===== config.mk =====
export PLATFORM = sky130hd
export DESIGN_NAME = lfz_back
export DESIGN_NICKNAME = d
export VERILOG_FILES = /design/src/design/lfz_pkg.sv /design/src/design/lfz_back.sv
export SDC_FILE = /design/constraint.sdc
export NUM_CORES = 2
export LEC_CHECK = 0
export BUFFER_PORTS_ARGS = -buffer_cell sky130_fd_sc_hd__buf_2
export CAP_MARGIN = 20
export CORE_ASPECT_RATIO = 0.5
export CORE_MARGIN = 8
export CORE_UTILIZATION = 64
export CTS_BUF_LIST = sky130_fd_sc_hd__clkbuf_4 sky130_fd_sc_hd__clkbuf_8
export CTS_CLUSTER_DIAMETER = 150
export CTS_CLUSTER_SIZE = 40
export DETAILED_ROUTE_END_ITERATION = 8
export HOLD_SLACK_MARGIN = 0.15
export PLACE_DENSITY = 0.83
export SYNTH_ARGS = -nofsm -noshare
export SYNTH_HDL_FRONTEND = slang
export SYNTH_SLANG_ARGS = --single-unit

===== constraint.sdc =====
create_clock -name clk -period 9.9 [get_ports clk]
set_input_delay 0 -clock clk [delete_from_list [all_inputs] [get_ports clk]]
set_output_delay 0 -clock clk [all_outputs]
set_load 0.02 [all_outputs]

===== src/design/lfz_pkg.sv =====
// Shared constants, types and the sine table builder for the front-zone speed limiter.
`timescale 1ns / 1ps
`default_nettype none

package lfz_pkg;

    localparam int MAX_POINTS      = 2048;
    localparam int SINE_TABLE_BITS = 10;

    localparam int IDX_W  = $clog2(MAX_POINTS);
    localparam int CNT_W  = (IDX_W + 1 > 12) ? IDX_W + 1 : 12;
    localparam int TAB_N  = 1 << SINE_TABLE_BITS;
    localparam int ADDR_W = SINE_TABLE_BITS + 1;
    localparam int QDEPTH = 2;

    localparam logic signed [16:0] MIN_RESET  = 17'sd1000;
    localparam logic [15:0]        FULL_SCALE = 16'd5000;
    localparam logic [16:0]        COEFF_FULL = 17'd65536;

    // Configuration register indexes
    localparam logic [2:0] REG_ANGLE_START    = 3'd0;
    localparam logic [2:0] REG_ANGLE_STEP     = 3'd1;
    localparam logic [2:0] REG_POINT_COUNT    = 3'd2;
    localparam logic [2:0] REG_STOP_DIST      = 3'd3;
    localparam logic [2:0] REG_SLOW_DIST      = 3'd4;
    localparam logic [2:0] REG_HALF_WIDTH     = 3'd5;
    localparam logic [2:0] REG_INTENSITY_GAIN = 3'd6;
    localparam logic [2:0] REG_RAMP_GAIN      = 3'd7;

    typedef struct packed {
        logic [15:0] angle_start;
        logic [15:0] angle_step;
        logic [11:0] point_count;
        logic [15:0] stop_dist;
        logic [15:0] slow_dist;
        logic [15:0] half_width;
        logic [31:0] intensity_gain;
        logic [31:0] ramp_gain;
    } cfg_t;

    // One classified point on its way from the front to the back
    typedef struct packed {
        logic [15:0]        range_mm;
        logic [15:0]        intensity;
        logic signed [15:0] sin_q15;
        logic signed [15:0] cos_q15;
        logic               mid;
        logic               done;
    } item_t;

    typedef struct packed {
        logic [15:0]        intensity_out;
        logic               in_zone;
        logic               scan_done;
        logic [16:0]        speed_coeff;
        logic signed [16:0] min_front_mm;
    } result_t;

    // Table construction, evaluated at elaboration only
    localparam longint Q30       = 64'sd1073741824;
    localparam longint HalfPiQ30 = 64'sd1686629713;

    typedef logic [14:0] sine_rom_t [TAB_N + 1];

    // Quarter-wave sine in Q1.15 by an integer Taylor series in Q30
    function automatic sine_rom_t build_sine();
        sine_rom_t rom;
        longint    th;
        longint    th2;
        longint    term;
        longint    sum;
        longint    v;
        for (int k = 0; k <= TAB_N; k++)
        begin
            th   = (HalfPiQ30 * longint'(k)) / TAB_N;
            th2  = (th * th) / Q30;
            term = th;
            sum  = th;
            // Twelve odd-power terms, each divided by (2n)(2n+1)
            term = -((term * th2) / Q30) / 64'sd6;
            sum  = sum + term;
            term = -((term * th2) / Q30) / 64'sd20;
            sum  = sum + term;
            term = -((term * th2) / Q30) / 64'sd42;
            sum  = sum + term;
            term = -((term * th2) / Q30) / 64'sd72;
            sum  = sum + term;
            term = -((term * th2) / Q30) / 64'sd110;
            sum  = sum + term;
            term = -((term * th2) / Q30) / 64'sd156;
            sum  = sum + term;
            term = -((term * th2) / Q30) / 64'sd210;
            sum  = sum + term;
            term = -((term * th2) / Q30) / 64'sd272;
            sum  = sum + term;
            term = -((term * th2) / Q30) / 64'sd342;
            sum  = sum + term;
            term = -((term * th2) / Q30) / 64'sd420;
            sum  = sum + term;
            term = -((term * th2) / Q30) / 64'sd506;
            sum  = sum + term;
            term = -((term * th2) / Q30) / 64'sd600;
            sum  = sum + term;
            if (sum < 0)
            begin
                sum = 0;
            end
            v = (sum + 64'sd16384) / 64'sd32768;
            if (v > 64'sd32767)
            begin
                v = 64'sd32767;
            end
            rom[k] = v[14:0];
        end
        return rom;
    endfunction

endpackage

`default_nettype wire


===== src/design/lfz_back.sv =====
// Back end: coordinates, zone test, intensity rewrite, scan minimum and speed coefficient.
`timescale 1ns / 1ps
`default_nettype none

module lfz_back (
    input  wire logic            clk,
    input  wire logic            rst_n,
    input  wire lfz_pkg::cfg_t   cfg,
    input  wire logic            q_valid,
    input  wire lfz_pkg::item_t  q_item,
    output logic                 q_pop,
    output logic                 out_valid,
    input  wire logic            out_ready,
    output lfz_pkg::result_t     out_result
);

    localparam logic [1:0] B_XY   = 2'd0;
    localparam logic [1:0] B_ZONE = 2'd1;
    localparam logic [1:0] B_FIN  = 2'd2;

    logic [1:0]              state_reg;
    lfz_pkg::item_t          item_reg;
    logic signed [31:0]      prodx_reg;
    logic signed [31:0]      prody_reg;
    logic [47:0]             gprod_reg;
    logic                    zone_reg;
    logic                    xpos_reg;
    logic signed [16:0]      min_reg;
    logic                    out_valid_reg;
    lfz_pkg::result_t        res_reg;

    logic signed [16:0]      x_val;
    logic signed [16:0]      y_val;
    logic signed [17:0]      x18;
    logic signed [17:0]      y18;
    logic signed [17:0]      hw18;
    logic signed [17:0]      slow18;
    logic signed [17:0]      stop18;
    logic signed [17:0]      min18;
    logic                    zone_next;
    logic [15:0]             diff16;
    logic [47:0]             cprod;
    logic [31:0]             ramp_q;
    logic [16:0]             coeff_next;
    logic [15:0]             iout_next;
    logic                    out_write;
    lfz_pkg::result_t        res_next;

    assign q_pop = (state_reg == B_XY) && q_valid;

    // Floor of the Q15 product is an arithmetic shift
    assign x_val  = prodx_reg[31:15];
    assign y_val  = prody_reg[31:15];
    assign x18    = {x_val[16], x_val};
    assign y18    = {y_val[16], y_val};
    assign hw18   = $signed({2'b00, cfg.half_width});
    assign slow18 = $signed({2'b00, cfg.slow_dist});
    assign stop18 = $signed({2'b00, cfg.stop_dist});
    assign min18  = {min_reg[16], min_reg};

    assign zone_next = (item_reg.intensity != '0) && (y18 < hw18) && (y18 > -hw18)
                       && (x18 < slow18);

    // Speed coefficient: zero but on the last point of a scan, else ramp between stop and slow distances
    always_comb
    begin
        diff16 = 16'(min18 - stop18);
        cprod  = 48'(diff16) * 48'(cfg.ramp_gain);
        ramp_q = cprod[47:16];
        if (!item_reg.done)
        begin
            coeff_next = '0;
        end
        else if (min18 <= stop18)
        begin
            coeff_next = '0;
        end
        else if (min18 > slow18)
        begin
            coeff_next = lfz_pkg::COEFF_FULL;
        end
        else if (ramp_q > 32'(lfz_pkg::COEFF_FULL))
        begin
            coeff_next = lfz_pkg::COEFF_FULL;
        end
        else
        begin
            coeff_next = ramp_q[16:0];
        end
    end

    always_comb
    begin
        if (!zone_reg)
        begin
            iout_next = item_reg.intensity;
        end
        else if (!xpos_reg)
        begin
            iout_next = '0;
        end
        else if (gprod_reg[47:32] != '0)
        begin
            iout_next = 16'hFFFF;
        end
        else
        begin
            iout_next = gprod_reg[31:16];
        end
        if (item_reg.mid)
        begin
            iout_next = lfz_pkg::FULL_SCALE;
        end
    end

    always_comb
    begin
        res_next.intensity_out = iout_next;
        res_next.in_zone       = zone_reg;
        res_next.scan_done     = item_reg.done;
        res_next.speed_coeff   = coeff_next;
        res_next.min_front_mm  = min_reg;
    end

    assign out_write = (state_reg == B_FIN) && (!out_valid_reg || out_ready);

    always_ff @(posedge clk or negedge rst_n)
    begin
        if (!rst_n)
        begin
            state_reg     <= B_XY;
            min_reg       <= lfz_pkg::MIN_RESET;
            out_valid_reg <= 1'b0;
        end
        else
        begin
            case (state_reg)
                B_XY:
                begin
                    if (q_valid)
                    begin
                        state_reg <= B_ZONE;
                    end
                end
                B_ZONE:
                begin
                    state_reg <= B_FIN;
                    if (zone_next && (x_val < min_reg))
                    begin
                        min_reg <= x_val;
                    end
                end
                B_FIN:
                begin
                    if (out_write)
                    begin
                        state_reg <= B_XY;
                        // Restart the scan minimum after the last point
                        if (item_reg.done)
                        begin
                            min_reg <= lfz_pkg::MIN_RESET;
                        end
                    end
                end
                default:
                begin
                    state_reg <= B_XY;
                end
            endcase
            if (out_write)
            begin
                out_valid_reg <= 1'b1;
            end
            else if (out_ready)
            begin
                out_valid_reg <= 1'b0;
            end
        end
    end

    always_ff @(posedge clk)
    begin
        if (q_pop)
        begin
            item_reg  <= q_item;
            prodx_reg <= $signed({16'b0, q_item.range_mm})
                         * $signed({{16{q_item.cos_q15[15]}}, q_item.cos_q15});
            prody_reg <= $signed({16'b0, q_item.range_mm})
                         * $signed({{16{q_item.sin_q15[15]}}, q_item.sin_q15});
        end
        if (state_reg == B_ZONE)
        begin
            zone_reg  <= zone_next;
            xpos_reg  <= (x_val > 17'sd0);
            gprod_reg <= 48'(x_val[15:0]) * 48'(cfg.intensity_gain);
        end
        if (out_write)
        begin
            res_reg <= res_next;
        end
    end

    assign out_valid  = out_valid_reg;
    assign out_result = res_reg;

    a_min_bounded: assert property (@(posedge clk) disable iff (!rst_n)
        min_reg <= lfz_pkg::MIN_RESET)
        else $error("scan minimum above its restart value");

    a_coeff_only_last: assert property (@(posedge clk) disable iff (!rst_n)
        (out_valid_reg && !res_reg.scan_done) |-> (res_reg.speed_coeff == '0))
        else $error("speed coefficient on a point that is not last");

    a_coeff_range: assert property (@(posedge clk) disable iff (!rst_n)
        out_valid_reg |-> (res_reg.speed_coeff <= lfz_pkg::COEFF_FULL))
        else $error("speed coefficient above full speed");

    a_one_pop_per_item: assert property (@(posedge clk) disable iff (!rst_n)
        q_pop |=> (state_reg == B_ZONE))
        else $error("point taken without entering the zone step");

endmodule

`default_nettype wire


==> results_dict.tcl <==
set metrics [dict create \
    ant_nets 0 \
    period_minus_slack_ns 9.57 \
    die_area_mm2 0.0979 \
    clock-sinks 158 \
    antenna_found_initial 9 \
    whs_ns 0.218 \
    drc 0 \
    design.core.area_mm2 0.0864 \
    clock_latency_ns 0.49 \
    post-dp-hpwl_mm 115 \
    vias_per_cell 5.79 \
    skew_ns 0.0226 \
    relSlewSlack_pct 17.0 \
    ys.flop_type "edfxtp_1" \
    cp-startpoint "min_reg[0]" \
    yosysWarnings 0 \
    cts_buffer_depth 2 \
    final_layout_size_suffix_gt1_share_pct 6.64 \
    start_util_pct 64.8 \
    cts_made_buffers 17 \
    final_common_cell "inv_1" \
    crit_type "register to register" \
    wl_per_cell_um 19.6 \
    synthesis.instances 6198 \
    hold_viol_final 0 \
    clk_pin_slew_worst_paths_ns 0.11 \
    wirelength_mm 147 \
    rows 76 \
    path_buf_inv 6 \
    fill_cells 6532 \
    reg2reg_to "out_result[20]" \
    async_flop_share_pct 12.7 \
    io_buffers 235 \
    reg2reg_depth 37 \
    synth.distinct_cells 88 \
    grt.overflow.total 0 \
    finalNetCount 8286 \
    gp_congestion 0.949 \
    crit_cells 37 \
    synth_seq_area_share_pct 8.30 \
    max_stage_delay_ns 0.53 \
    vias 43287 \
    r2r-start "min_reg[0]" \
    grtUsageTotal_pct 30.8 \
    syn-cell-area_mm2 0.0560 \
    layout_common_cells "inv_1 (1433), fa_1 (1219), nand2_1 (1107)" \
    cts_tree "done" \
    cp-end-kind "register" \
    startpoint_type "register" \
    die-width_um 434 \
    cp_max_fo 32 \
    worst_pin_slew_ns 1.25 \
    ioPinCount 280 \
    holdPathStages 2 \
    rrSetupSlack_ns 0.33 \
    cts_max_level 4 \
    finalCritPeriodShare_pct 96.7 \
    synthesis.nets 8205 \
    critical_path.slowest_cell "fa_1" \
    drtPass1Iterations 6 \
    avgSynthCellArea_um2 9.04 \
    outcome "finished, final reports clean" \
    finalMaxSlewViolations 0 \
    ys_ff_latch 158 \
    largest_register_ffs 52 \
    drtIter0Drc 3432 \
    grt_pass1_wl_mm 243 \
    die-height_um 225 \
    cts-root-buf "clkbuf_8" \
    synth_edf_count 138 \
    grt_max_degree 54 \
    drv_cap 0 \
    cp_data_arrival_time_ns 9.90 \
    finalSetupViolCount 0 \
    cp.required_ns 10.23 \
    area_growth_pct 5.77 \
    fmax_ghz 0.104 \
    grt_pass1_vias 48976 \
    min_path_type "input pin to register" \
    worstSetupEndpoint "out_result[20]" \
    cp_common_cell "fa_1" \
    cpLargestDelayFamily "adder cells" \
]
layout make-up:
type	instances	area, um2	area share (%)
inverter	1433	5380	9.07
timing repair buffer	343	2190	3.70
sequential	158	4650	7.85
clock buffer	17	234	0.395
clock inverter	15	218	0.367
tap	1170	1460	2.47
antenna	9	22.5	0.0380
multi-input combinational	4326	45100	76.1
per-stage QoR:
stage,setup TNS (ns),cells,worst slack (ns),utilization [%],area (um2)
after CTS,0,7454,0.0346,68.3,59100
after global routing,-0.0701,7470,-0.0319,68.6,59300
final,0,7471,0.330,68.6,59300
after floorplan,0,6198,0.906,-,56000
after global placement,0,7399,0.284,67.6,58400
after detailed placement,0,7399,0.110,67.6,58400
cell families after synthesis:
family | count (synthesis) | share of synthesized area [%]
AND/OR/NAND/NOR | 1973 | 16.7
adder cells (fa/ha/maj) | 1781 | 56.1
buffers and inverters | 1714 | 11.5
AO/OA/AOI/OAI | 431 | 5.12
flip-flops | 158 | 8.30
XOR/XNOR | 116 | 1.81
multiplexers | 25 | 0.451
repair_timing:
action                     4_1_cts  5_1_grt
buffers inserted                 0        4
setup endpoints to repair        0       17
hold endpoints to repair        41        0
hold buffers                    23        0
gates resized for setup          0       15
metal layers:
metal  GRT usage, %  share of wire, %  wire, um
met1           37.3                36     53100
met2           54.4                50     73500
met3           5.16               9.2     13500
met4           13.4               4.4      6480
met5              0            0.0068        10
cells in the mapped netlist, drive strengths merged, types with 31 or more instances:
library cell     n  area, um2
o21ai           72        360
clkbuf         275       1030
nand2         1107       4160
ha             560       7010
nor2           113        424
and2           471       2950
nor2b           37        231
nand2b          70        438
a21oi          127        639
xor2            33        289
fa            1221      24400
xnor2           83        727
nand3           31        155
nor3            33        215
nand4           36        240
a21o            73        548
edfxtp         138       4140
inv           1433       5380
how the worst min path moves through the flow:
stage	end	startpoint
floorplan	min_reg[0]	rst_n
global placement	out_valid	rst_n
detailed placement	out_valid	rst_n
CTS	item_reg[0]	q_item[0]
global route	item_reg[49]	q_item[49]
finish	item_reg[0]	q_item[0]
worst reg2reg max path: cells and delay by family, from the launching register on:
kind | cells | cell delay [ns]
fa+ha+maj | 9 | 3.80
compound gates | 16 | 3.09
simple gates | 5 | 1.25
buf+inv | 6 | 0.67
flops | 1 | 0.42
xor+xnor | 1 | 0.18
Power is not shown: default switching activity piles up to over one toggle a cycle in this logic, so the estimate is an artifact.
