<file path="src/design/lfz_pkg.sv">
// Shared constants, types and the sine table builder for the front-zone speed limiter.
`timescale 1ns / 1ps
`default_nettype none

package lfz_pkg;

    localparam int MAX_POINTS      = 2048;
    localparam int SINE_TABLE_BITS = 10;

    localparam int IDX_W  = $clog2(MAX_POINTS);
    localparam int CNT_W  = (IDX_W + 1 > 12) ? IDX_W + 1 : 12;
    localparam int TAB_N  = 1 << SINE_TABLE_BITS;
    localparam int ADDR_W = SINE_TABLE_BITS + 1;
    localparam int QDEPTH = 2;

    localparam logic signed [16:0] MIN_RESET  = 17'sd1000;
    localparam logic [15:0]        FULL_SCALE = 16'd5000;
    localparam logic [16:0]        COEFF_FULL = 17'd65536;

    // Configuration register indexes
    localparam logic [2:0] REG_ANGLE_START    = 3'd0;
    localparam logic [2:0] REG_ANGLE_STEP     = 3'd1;
    localparam logic [2:0] REG_POINT_COUNT    = 3'd2;
    localparam logic [2:0] REG_STOP_DIST      = 3'd3;
    localparam logic [2:0] REG_SLOW_DIST      = 3'd4;
    localparam logic [2:0] REG_HALF_WIDTH     = 3'd5;
    localparam logic [2:0] REG_INTENSITY_GAIN = 3'd6;
    localparam logic [2:0] REG_RAMP_GAIN      = 3'd7;

    typedef struct packed {
        logic [15:0] angle_start;
        logic [15:0] angle_step;
        logic [11:0] point_count;
        logic [15:0] stop_dist;
        logic [15:0] slow_dist;
        logic [15:0] half_width;
        logic [31:0] intensity_gain;
        logic [31:0] ramp_gain;
    } cfg_t;

    // One classified point on its way from the front to the back
    typedef struct packed {
        logic [15:0]        range_mm;
        logic [15:0]        intensity;
        logic signed [15:0] sin_q15;
        logic signed [15:0] cos_q15;
        logic               mid;
        logic               done;
    } item_t;

    typedef struct packed {
        logic [15:0]        intensity_out;
        logic               in_zone;
        logic               scan_done;
        logic [16:0]        speed_coeff;
        logic signed [16:0] min_front_mm;
    } result_t;

    // Table construction, evaluated at elaboration only
    localparam longint Q30       = 64'sd1073741824;
    localparam longint HalfPiQ30 = 64'sd1686629713;

    typedef logic [14:0] sine_rom_t [TAB_N + 1];

    // Quarter-wave sine in Q1.15 by an integer Taylor series in Q30
    function automatic sine_rom_t build_sine();
        sine_rom_t rom;
        longint    th;
        longint    th2;
        longint    term;
        longint    sum;
        longint    v;
        for (int k = 0; k <= TAB_N; k++)
        begin
            th   = (HalfPiQ30 * longint'(k)) / TAB_N;
            th2  = (th * th) / Q30;
            term = th;
            sum  = th;
            // Twelve odd-power terms, each divided by (2n)(2n+1)
            term = -((term * th2) / Q30) / 64'sd6;
            sum  = sum + term;
            term = -((term * th2) / Q30) / 64'sd20;
            sum  = sum + term;
            term = -((term * th2) / Q30) / 64'sd42;
            sum  = sum + term;
            term = -((term * th2) / Q30) / 64'sd72;
            sum  = sum + term;
            term = -((term * th2) / Q30) / 64'sd110;
            sum  = sum + term;
            term = -((term * th2) / Q30) / 64'sd156;
            sum  = sum + term;
            term = -((term * th2) / Q30) / 64'sd210;
            sum  = sum + term;
            term = -((term * th2) / Q30) / 64'sd272;
            sum  = sum + term;
            term = -((term * th2) / Q30) / 64'sd342;
            sum  = sum + term;
            term = -((term * th2) / Q30) / 64'sd420;
            sum  = sum + term;
            term = -((term * th2) / Q30) / 64'sd506;
            sum  = sum + term;
            term = -((term * th2) / Q30) / 64'sd600;
            sum  = sum + term;
            if (sum < 0)
            begin
                sum = 0;
            end
            v = (sum + 64'sd16384) / 64'sd32768;
            if (v > 64'sd32767)
            begin
                v = 64'sd32767;
            end
            rom[k] = v[14:0];
        end
        return rom;
    endfunction

endpackage

`default_nettype wire

</file>
<file path="src/design/lfz_queue.sv">
// Short queue of classified points between the front and the back.
`timescale 1ns / 1ps
`default_nettype none

module lfz_queue (
    input  wire logic            clk,
    input  wire logic            rst_n,
    input  wire logic            push,
    input  wire lfz_pkg::item_t  push_item,
    output logic                 full,
    input  wire logic            pop,
    output lfz_pkg::item_t       pop_item,
    output logic                 not_empty
);

    localparam int PW = (lfz_pkg::QDEPTH > 1) ? $clog2(lfz_pkg::QDEPTH) : 1;
    localparam int NW = $clog2(lfz_pkg::QDEPTH + 1);

    lfz_pkg::item_t slot_reg [lfz_pkg::QDEPTH];
    logic [PW-1:0]  wr_ptr_reg;
    logic [PW-1:0]  rd_ptr_reg;
    logic [NW-1:0]  count_reg;

    assign full      = (count_reg == NW'(lfz_pkg::QDEPTH));
    assign not_empty = (count_reg != '0);
    assign pop_item  = slot_reg[rd_ptr_reg];

    always_ff @(posedge clk or negedge rst_n)
    begin
        if (!rst_n)
        begin
            wr_ptr_reg <= '0;
            rd_ptr_reg <= '0;
            count_reg  <= '0;
        end
        else
        begin
            if (push)
            begin
                wr_ptr_reg <= (wr_ptr_reg == PW'(lfz_pkg::QDEPTH - 1)) ? '0 : wr_ptr_reg + PW'(1);
            end
            if (pop)
            begin
                rd_ptr_reg <= (rd_ptr_reg == PW'(lfz_pkg::QDEPTH - 1)) ? '0 : rd_ptr_reg + PW'(1);
            end
            if (push && !pop)
            begin
                count_reg <= count_reg + NW'(1);
            end
            else if (pop && !push)
            begin
                count_reg <= count_reg - NW'(1);
            end
        end
    end

    always_ff @(posedge clk)
    begin
        if (push)
        begin
            slot_reg[wr_ptr_reg] <= push_item;
        end
    end

    a_no_overflow: assert property (@(posedge clk) disable iff (!rst_n) push |-> (!full || pop))
        else $error("queue written while full");

endmodule

`default_nettype wire

</file>
<file path="config.mk">
export PLATFORM = sky130hd
export DESIGN_NAME = lfz_queue
export DESIGN_NICKNAME = d
export VERILOG_FILES = /design/src/design/lfz_pkg.sv /design/src/design/lfz_queue.sv
export SDC_FILE = /design/constraint.sdc
export NUM_CORES = 1
export LEC_CHECK = 0
export ABC_AREA = 1
export BUFFER_PORTS_ARGS = -buffer_cell sky130_fd_sc_hd__buf_4
export CELL_PAD_IN_SITES_DETAIL_PLACEMENT = 0
export CELL_PAD_IN_SITES_GLOBAL_PLACEMENT = 1
export CORE_AREA = 2 2 111 124
export CTS_BUF_LIST = sky130_fd_sc_hd__clkbuf_2 sky130_fd_sc_hd__clkbuf_4 sky130_fd_sc_hd__clkbuf_8
export CTS_CLUSTER_SIZE = 12
export DETAILED_ROUTE_END_ITERATION = 7
export DIE_AREA = 0 0 113 126
export GPL_TIMING_DRIVEN = 0
export MAX_ROUTING_LAYER = met4
export PLACE_DENSITY = 0.86
export REMOVE_ABC_BUFFERS = 1
export SETUP_SLACK_MARGIN = 0.1
export SLEW_MARGIN = 40
export SYNTH_ARGS = -nofsm -noshare
export SYNTH_HDL_FRONTEND = slang
export SYNTH_SLANG_ARGS = --single-unit
export TNS_END_PERCENT = 20
</file>
<file path="constraint.sdc">
create_clock -name clk -period 4.1 [get_ports clk]
set_clock_uncertainty 0.2 [all_clocks]
set_input_delay 0.41 -clock clk [delete_from_list [all_inputs] [get_ports clk]]
set_output_delay 0.41 -clock clk [all_outputs]
set_load 0.1 [all_outputs]
</file>
==> results of run 1 <==
[worst paths after layout]
kind | start | endpoint | cells after the start | slack [ns]
max in group asynchronous | rst_n | rd_ptr_reg | 2 | 3.49
min reg2reg | count_reg[1] | count_reg[1] | 2 | 0.29
max | rd_ptr_reg | pop_item[39] | 4 | 1.33
min | rst_n | rd_ptr_reg | 2 | 0.1
max reg2reg | wr_ptr_reg | slot_reg[0][52] | 3 | 2.33
min in group clk | count_reg[1] | count_reg[1] | 2 | 0.29
[cell families after synthesis]
logic type                 synth area share, %
xor gates and xnor gates                 0.517
adders and majority gates                0.246
buffers and inverters                     1.62
DFF                                       80.0
muxes                                     16.8
and+or+nand+nor                          0.812
[area by class of cell]
type	instances	share of cell area, %
flip-flops and latches	136	54.0
clock buffers	22	3.68
clock inverters	10	2.02
repair buffers	213	24.7
well taps	161	2.67
multi-input cells	80	12.5
inverters	7	0.415
[what timing repair did]
action                    in CTS  in global routing
hold buffers                  69                  0
setup buffers                  0                  0
hold endpoints to repair     138                  0
[critical path, stage by stage (launching register included)]
cell,delay (ns)
dfrtp_4,0.59
buf_12,0.25
buf_12,0.24
mux2_2,0.37
buf_4,0.23
[cell usage in the layout, fill, tap and decap left out, drive strengths merged]
cell | Yosys | layout
bufinv | 0 | 4
mux2 | 66 | 66
nand3 | 1 | 1
dlygate4sd3 | 0 | 69
xor2 | 2 | 2
xnor2 | 1 | 1
ha | 1 | 1
edfxtp | 132 | 132
clkinvlp | 0 | 1
clkbuf | 0 | 22
nand2 | 6 | 6
dfrtp | 4 | 4
buf | 7 | 144
nor2 | 2 | 2
nand4 | 1 | 1
clkinv | 0 | 5
inv | 7 | 7
[through the flow]
stage / setup WS (ns) / TNS [ns] / instances / area [µm²]
after global placement: -1.56 / -106.48 / 521 / 6260
after floorplan: 0.190 / 0 / 223 / 5030
after global routing: 1.23 / 0 / 629 / 7540
after detailed placement: 1.79 / 0 / 528 / 6420
final: 1.33 / 0 / 629 / 7540
after CTS: 1.29 / 0 / 629 / 7540
[metal layers]
| layer | global-route usage [%] | up-vias | wire [µm] |
|---|---|---|---|
| met1 | 15.2 | 1420 | 3820 |
| met3 | 4.86 | 15 | 525 |
| met2 | 25.8 | 88 | 5470 |
| li1 | - | 1343 | - |
| met5 | - | - | 0 |
| met4 | 6.74 | 0 | 173 |
==> results.yml, run 1 <==
cts:
  cts-buffers-inserted: 17
  clockBufferDepth: 2
  ctsRootBufferMaster: "clkbuf_8"
  cts-resized-gates: 0
  htree_num_levels: 4
  clk_latency_ns: 0.43
  cts_tree: "done"
  path_clk_slew_ns: 0.07
  clkSinkCount: 136
sta:
  worst_pin_slew_ns: 0.510
  whs_ns: 0.100
  rsz0062_at_grt: "no"
  fmax_mhz: 361
  period_needed_ns: 2.77
  finalSetupViolations: 0
  maxSlewHeadroom_pct: 65.9
  fin_crit_sh_pct: 67.5
  slew_violations: 0
  hold_viol: 0
cells_and_area:
  diodes: 0
  area_growth_pct: 48.3
  fillCellCount: 959
  multi_input_area_um2: 943
  largest_register_ffs: 132
  drive_gt1_share_pct: 52.4
  fin_util_pct: 58.0
  nets: 526
  layout.area.seq_um2: 4070
yosys:
  synth_edf_count: 132
  synth_warnings: 0
  synth_ff_type: "edfxtp_1"
  synth_area_um2: 5080
  yosysMostFrequentCell: "edfxtp_1"
  syn_area_per_cell_um2: 22.1
  synthArstFlopShare_pct: 2.94
  synth_top_area_cell: "edfxtp_1"
  synth-seq-cells: 136
  synth_cell_types: 15
  synth_commonest_cells: "edfxtp_1, mux2_2, mux2_4"
  ys_seq_area_share_pct: 80.0
  syn_inst: 230
  synth_area_leaders: "edfxtp_1, mux2_4, mux2_2"
  synth_top_area_share_pct: 78.0
placed_design:
  io_buffers: 137
  gp_congestion: 0.681
  detailed_place_hpwl_um: 6150
routing:
  via_count: 2866
  drtPass1Iterations: 6
  viasPerCell: 4.56
  ant_nets: 0
  wl_per_cell_um: 15.9
  totalWireLength_um: 9980
  remaining_drc_errors: 8
  drtIter0Drc: 109
outcome:
  violations: "design-rule violations"
  status: "finished with violations"
die:
  die_h_um: 126
  rows: 44
  ios: 138
  die_area_um2: 14200
  die_w_um: 113
  design.core.area_um2: 13000
  initial_core_util_pct: 39.1
grt:
  track_usage_pct: 14.9
  antenna_found_initial: 0
  grt_max_degree: 36
  grt_pass1_wl_um: 15400
  grt_overflow: 0
  grt_pass1_vias: 3173
job:
  cap_violations: 0
worst_setup_path:
  required_ns: 3.49
  cp-start-kind: "register"
  crit_type: "reg -> out"
  end_kind: "output pin"
  path_max_fanout: 27
  critical_path_arrival_ns: 2.16
min_path:
  hold_path.class: "in -> async"
Power of run 1 is not shown: default switching activity piles up to over one toggle a cycle in this logic, so the estimate is an artifact.
==> run 2, diff against run 1 <==
--- a/config.mk
+++ b/config.mk
@@ -16,7 +16,7 @@
 export DIE_AREA = 0 0 113 126
 export GPL_TIMING_DRIVEN = 0
 export MAX_ROUTING_LAYER = met4
-export PLACE_DENSITY = 0.86
+export PLACE_DENSITY = 0.83
 export REMOVE_ABC_BUFFERS = 1
 export SETUP_SLACK_MARGIN = 0.1
 export SLEW_MARGIN = 40
==> constraint.sdc (replaced) <==
create_clock -name clk -period 2.7 [get_ports clk]
set_clock_uncertainty 0.2 [all_clocks]
set_input_delay 0.27 -clock clk [delete_from_list [all_inputs] [get_ports clk]]
set_output_delay 0.27 -clock clk [all_outputs]
set_load 0.1 [all_outputs]
==> results.yml, run 2 (synthesis gave the netlist of run 1 again) <==
sta:
  hold_viol: 0
  fin_tns_setup_ns: 0
  maxSlewHeadroom_pct: 78.6
  whs_ns: 0.310
  fmax_mhz: 412
  fin_crit_sh_pct: 89.9
  rsz0062_at_grt: "no"
  worst_pin_slew_ns: 0.321
  finalSetupViolations: 0
  period_needed_ns: 2.43
  slew_violations: 0
outcome:
  status: "finished with violations"
  violations: "design-rule violations"
die:
  die_area_um2: 14200
  ios: 138
  rows: 44
  initial_core_util_pct: 39.1
  die_h_um: 126
  die_w_um: 113
  design.core.area_um2: 13000
grt:
  grt_pass1_vias: 3205
  grt_overflow: 0
  grt_max_degree: 47
  antenna_found_initial: 0
  grt_pass1_wl_um: 15400
  track_usage_pct: 14.8
cts:
  htree_num_levels: 4
  cts_tree: "done"
  path_clk_slew_ns: 0.07
  clkSinkCount: 136
  cts-buffers-inserted: 17
  clk_latency_ns: 0.42
  ctsRootBufferMaster: "clkbuf_8"
  clockBufferDepth: 2
  cts-resized-gates: 0
cells_and_area:
  diodes: 0
  largest_register_ffs: 132
  final_common_cell: "buf_4"
  area_growth_pct: 46.7
  layout_common_cells: "buf_4, edfxtp_1, dlygate4sd3_1, mux2_2, mux2_4"
  nets: 527
  drive_gt1_share_pct: 51.8
min_path:
  hold_path.class: "reg -> reg"
  min_path_cells: 2
worst_setup_path:
  reg2regPathDepth: 3
  path_max_fanout: 33
  end_kind: "output pin"
  critical_path_arrival_ns: 1.96
  required_ns: 2.23
  crit_type: "reg -> out"
  cp-start-kind: "register"
routing:
  ant_nets: 0
  viasPerCell: 4.60
  remaining_drc_errors: 8
  drtPass1Iterations: 6
  wl_per_cell_um: 15.6
  drtIter0Drc: 101
  via_count: 2878
  totalWireLength_um: 9760
job:
  cap_violations: 0
placed_design:
  io_buffers: 137
  gp_congestion: 0.673
  detailed_place_hpwl_um: 6040
==> run 2: cell count changes in the layout (fill, tap and decap cells not counted), sizes merged <==
| cell | previous run | this run |
|---|---|---|
| bufinv | 4 | 1 |
| clkbuf | 22 | 23 |
| clkinv | 5 | 3 |
| dlygate4sd3 | 69 | 70 |
==> run 2: through the flow <==
| step | setup slack, ns | area (µm²) | utilization (%) | cells |
|---|---|---|---|---|
| floorplan | -1.16 | 5030 | - | 223 |
| global placement | -2.78 | 6260 | 48.2 | 521 |
| detailed placement | 0.492 | 6400 | 49.3 | 527 |
| CTS | 0.202 | 7460 | 57.4 | 626 |
| global route | 0.163 | 7460 | 57.4 | 626 |
| finish | 0.273 | 7460 | 57.4 | 626 |
==> run 2: layout make-up <==
| type | instances | area (µm²) |
|---|---|---|
| Multi-Input combinational cell | 80 | 943 |
| Sequential cell | 136 | 4070 |
| Clock buffer | 23 | 279 |
| Timing Repair Buffer | 214 | 1880 |
| Fill cell | 996 | 5540 |
| Inverter | 7 | 31.3 |
| Clock inverter | 5 | 52.6 |
| Tap cell | 161 | 201 |
==> run 2: worst paths after layout <==
kind,end,slack (ns),from
min reg2reg,count_reg[1],0.31,count_reg[1]
min,count_reg[1],0.31,count_reg[1]
max reg2reg,slot_reg[1][32],1.07,wr_ptr_reg
max,pop_item[48],0.27,rd_ptr_reg
min in group asynchronous,count_reg[1],0.55,rst_n
max in group asynchronous,rd_ptr_reg,1.56,rst_n
==> run 2: worst max-delay path, stage by stage, from the launching register on <==
cell	delay [ns]
dfrtp_4	0.62
buf_12	0.28
mux2_2	0.37
buf_4	0.23
==> run 2: repair_timing <==
| item | CTS | global route |
|---|---|---|
| endpoints found under the hold margin | 139 | 0 |
| hold buffers | 70 | 0 |
| endpoints found under the setup margin | 33 | 0 |
| setup buffers | 1 | 0 |
==> run 2: metal layers <==
layer  routed length (µm)  track usage [%]
met1                 3810             15.7
met2                 5270             25.4
met3                  538             4.76
met4                  139             6.31
met5                    0                -
Power of run 2 is left out for the same reason.
==> run 3, diff against run 2 <==
--- a/config.mk
+++ b/config.mk
@@ -5,10 +5,8 @@
 export SDC_FILE = /design/constraint.sdc
 export NUM_CORES = 1
 export LEC_CHECK = 0
-export ABC_AREA = 1
+export ABC_AREA = 0
 export BUFFER_PORTS_ARGS = -buffer_cell sky130_fd_sc_hd__buf_4
-export CELL_PAD_IN_SITES_DETAIL_PLACEMENT = 0
-export CELL_PAD_IN_SITES_GLOBAL_PLACEMENT = 1
 export CORE_AREA = 2 2 111 124
 export CTS_BUF_LIST = sky130_fd_sc_hd__clkbuf_2 sky130_fd_sc_hd__clkbuf_4 sky130_fd_sc_hd__clkbuf_8
 export CTS_CLUSTER_SIZE = 12
@@ -16,7 +14,7 @@
 export DIE_AREA = 0 0 113 126
 export GPL_TIMING_DRIVEN = 0
 export MAX_ROUTING_LAYER = met4
-export PLACE_DENSITY = 0.83
+export PLACE_DENSITY = 0.73
 export REMOVE_ABC_BUFFERS = 1
 export SETUP_SLACK_MARGIN = 0.1
 export SLEW_MARGIN = 40
==> results.yml, run 3 <==
outcome:
  status: "finished with violations"
  violations: "design-rule violations"
grt:
  top_usage_layer: "met2"
  gr-usage-met3_pct: 4.81
  grtUsageMet2_pct: 26.9
  grt_max_degree: 40
  antenna_found_initial: 0
  grt_pass1_vias: 3192
  grt_pass1_wl_um: 15900
  track_usage_pct: 15.3
  grt_use_met1_pct: 15.5
  grt_overflow: 0
routing:
  wl_per_cell_um: 16.1
  remaining_drc_errors: 9
  viasPerCell: 4.53
  drtPass1Iterations: 6
  totalWireLength_um: 10100
  drtIter0Drc: 171
  ant_nets: 0
  via_count: 2829
cells_and_area:
  fillCellCount: 975
  area_growth_pct: 49.5
  layout_common_cells: "buf_4, edfxtp_1, dlygate4sd3_1, mux2_2, mux2_4"
  final_common_cell: "buf_4"
  multi_input_area_um2: 951
  largest_register_ffs: 132
  layout.area.seq_um2: 4070
  drive_gt1_share_pct: 53.0
  nets: 522
  diodes: 0
die:
  die_h_um: 126
  design.core.area_um2: 13000
  die_area_um2: 14200
  ios: 138
  rows: 44
  die_w_um: 113
  initial_core_util_pct: 39.0
sta:
  fin_tns_setup_ns: 0
  slew_violations: 0
  fin_crit_sh_pct: 90.0
  hold_viol: 0
  worst_pin_slew_ns: 0.419
  period_needed_ns: 2.43
  whs_ns: 0.301
  fmax_mhz: 411
  timing.final.ws_setup_ns: 0.269
  maxSlewHeadroom_pct: 72.1
  finalSetupViolations: 0
  rsz0062_at_grt: "no"
yosys:
  synth_area_um2: 5060
  synth_ff_type: "edfxtp_1"
  synth_commonest_cells: "edfxtp_1, mux2_2, mux2_4"
  synth_edf_count: 132
  synth_top_area_share_pct: 78.3
  synth-seq-cells: 136
  syn_inst: 221
  yosysMostFrequentCell: "edfxtp_1"
  syn_area_per_cell_um2: 22.9
  synth_cell_types: 15
  synthArstFlopShare_pct: 2.94
  ys_seq_area_share_pct: 80.2
  synth_top_area_cell: "edfxtp_1"
  synth_area_leaders: "edfxtp_1, mux2_4, mux2_2"
  synth_warnings: 0
cts:
  clkSinkCount: 136
  htree_num_levels: 4
  path_clk_slew_ns: 0.07
  ctsRootBufferMaster: "clkbuf_8"
  clk_latency_ns: 0.44
  clockBufferDepth: 2
  cts-buffers-inserted: 17
  cts_tree: "done"
worst_setup_path:
  path_max_fanout: 28
  critical_path_arrival_ns: 1.96
  reg2regPathDepth: 4
  required_ns: 2.23
  end_kind: "output pin"
  crit_type: "reg -> out"
  cp-start-kind: "register"
placed_design:
  place_ws_ns: 0.495
  io_buffers: 137
  gp_congestion: 0.722
  detailed_place_hpwl_um: 6100
min_path:
  min_path_cells: 1
  hold_path.class: "reg -> reg"
job:
  cap_violations: 0
run 3: cell types whose count changed in the layout (fill, tap and decap cells not counted), sizes merged, moves of 3 or more:
| cell | change |
|---|---|
| buf | +4 |
| nand2 | -6 |
| clkinv | +3 |
| inv | -5 |
| clkbuf | -6 |
| bufinv | +4 |
run 3: final cells by class:
class | count | area share, %
sequential | 136 | 53.7
timing repair buffer | 218 | 25.2
multi-input combinational | 77 | 12.6
clock buffer | 17 | 3.09
clock inverter | 15 | 2.73
tap | 161 | 2.66
inverter | 1 | 0.0496
run 3: cells by family (layout without fill, tap and decap cells):
family,after synthesis,after routing,share of synthesized area [%]
flip-flops,136,136,80.2
adder cells (fa/ha/maj),1,1,0.247
XOR/XNOR,5,5,0.865
buffers and inverters,8,251,1.19
AND/OR/NAND/NOR,5,5,0.568
multiplexers,66,66,16.9
run 3: critical path: stages, from the launching register on:
cell	delay, ns
dfrtp_4	0.46
buf_12	0.19
buf_12	0.22
mux2_2	0.37
buf_4	0.23
run 3: timing repair:
action	4_1_cts	5_1_grt
setup endpoints to repair	28	0
hold buffers	70	0
setup buffers	4	0
gates resized for setup	0	0
hold endpoints to repair	139	0
run 3: layer usage:
layer,share of wire (%),vias to the layer above
met5,0,-
met4,2.1,0
met3,5.4,16
met2,54,93
met1,38,1389
li1,-,1331
run 3: final timing paths:
path | start | to | slack (ns)
setup reg to reg | wr_ptr_reg | slot_reg[0][16] | 0.87
hold reg to reg | count_reg[1] | count_reg[1] | 0.30
hold / removal | count_reg[1] | count_reg[1] | 0.30
max in group asynchronous | rst_n | rd_ptr_reg | 1.55
min in group asynchronous | rst_n | rd_ptr_reg | 0.55
setup / recovery | rd_ptr_reg | pop_item[54] | 0.27
run 3: per-stage QoR:
stage | utilization (%) | cells | cell area [µm²]
2_1_floorplan | - | 214 | 5010
3_3_place_gp | 48.0 | 512 | 6240
3_5_place_dp | 49.2 | 519 | 6400
4_1_cts | 58.3 | 625 | 7570
5_1_grt | 58.3 | 625 | 7570
6_report | 58.3 | 625 | 7570
Power of run 3 is left out for the same reason.
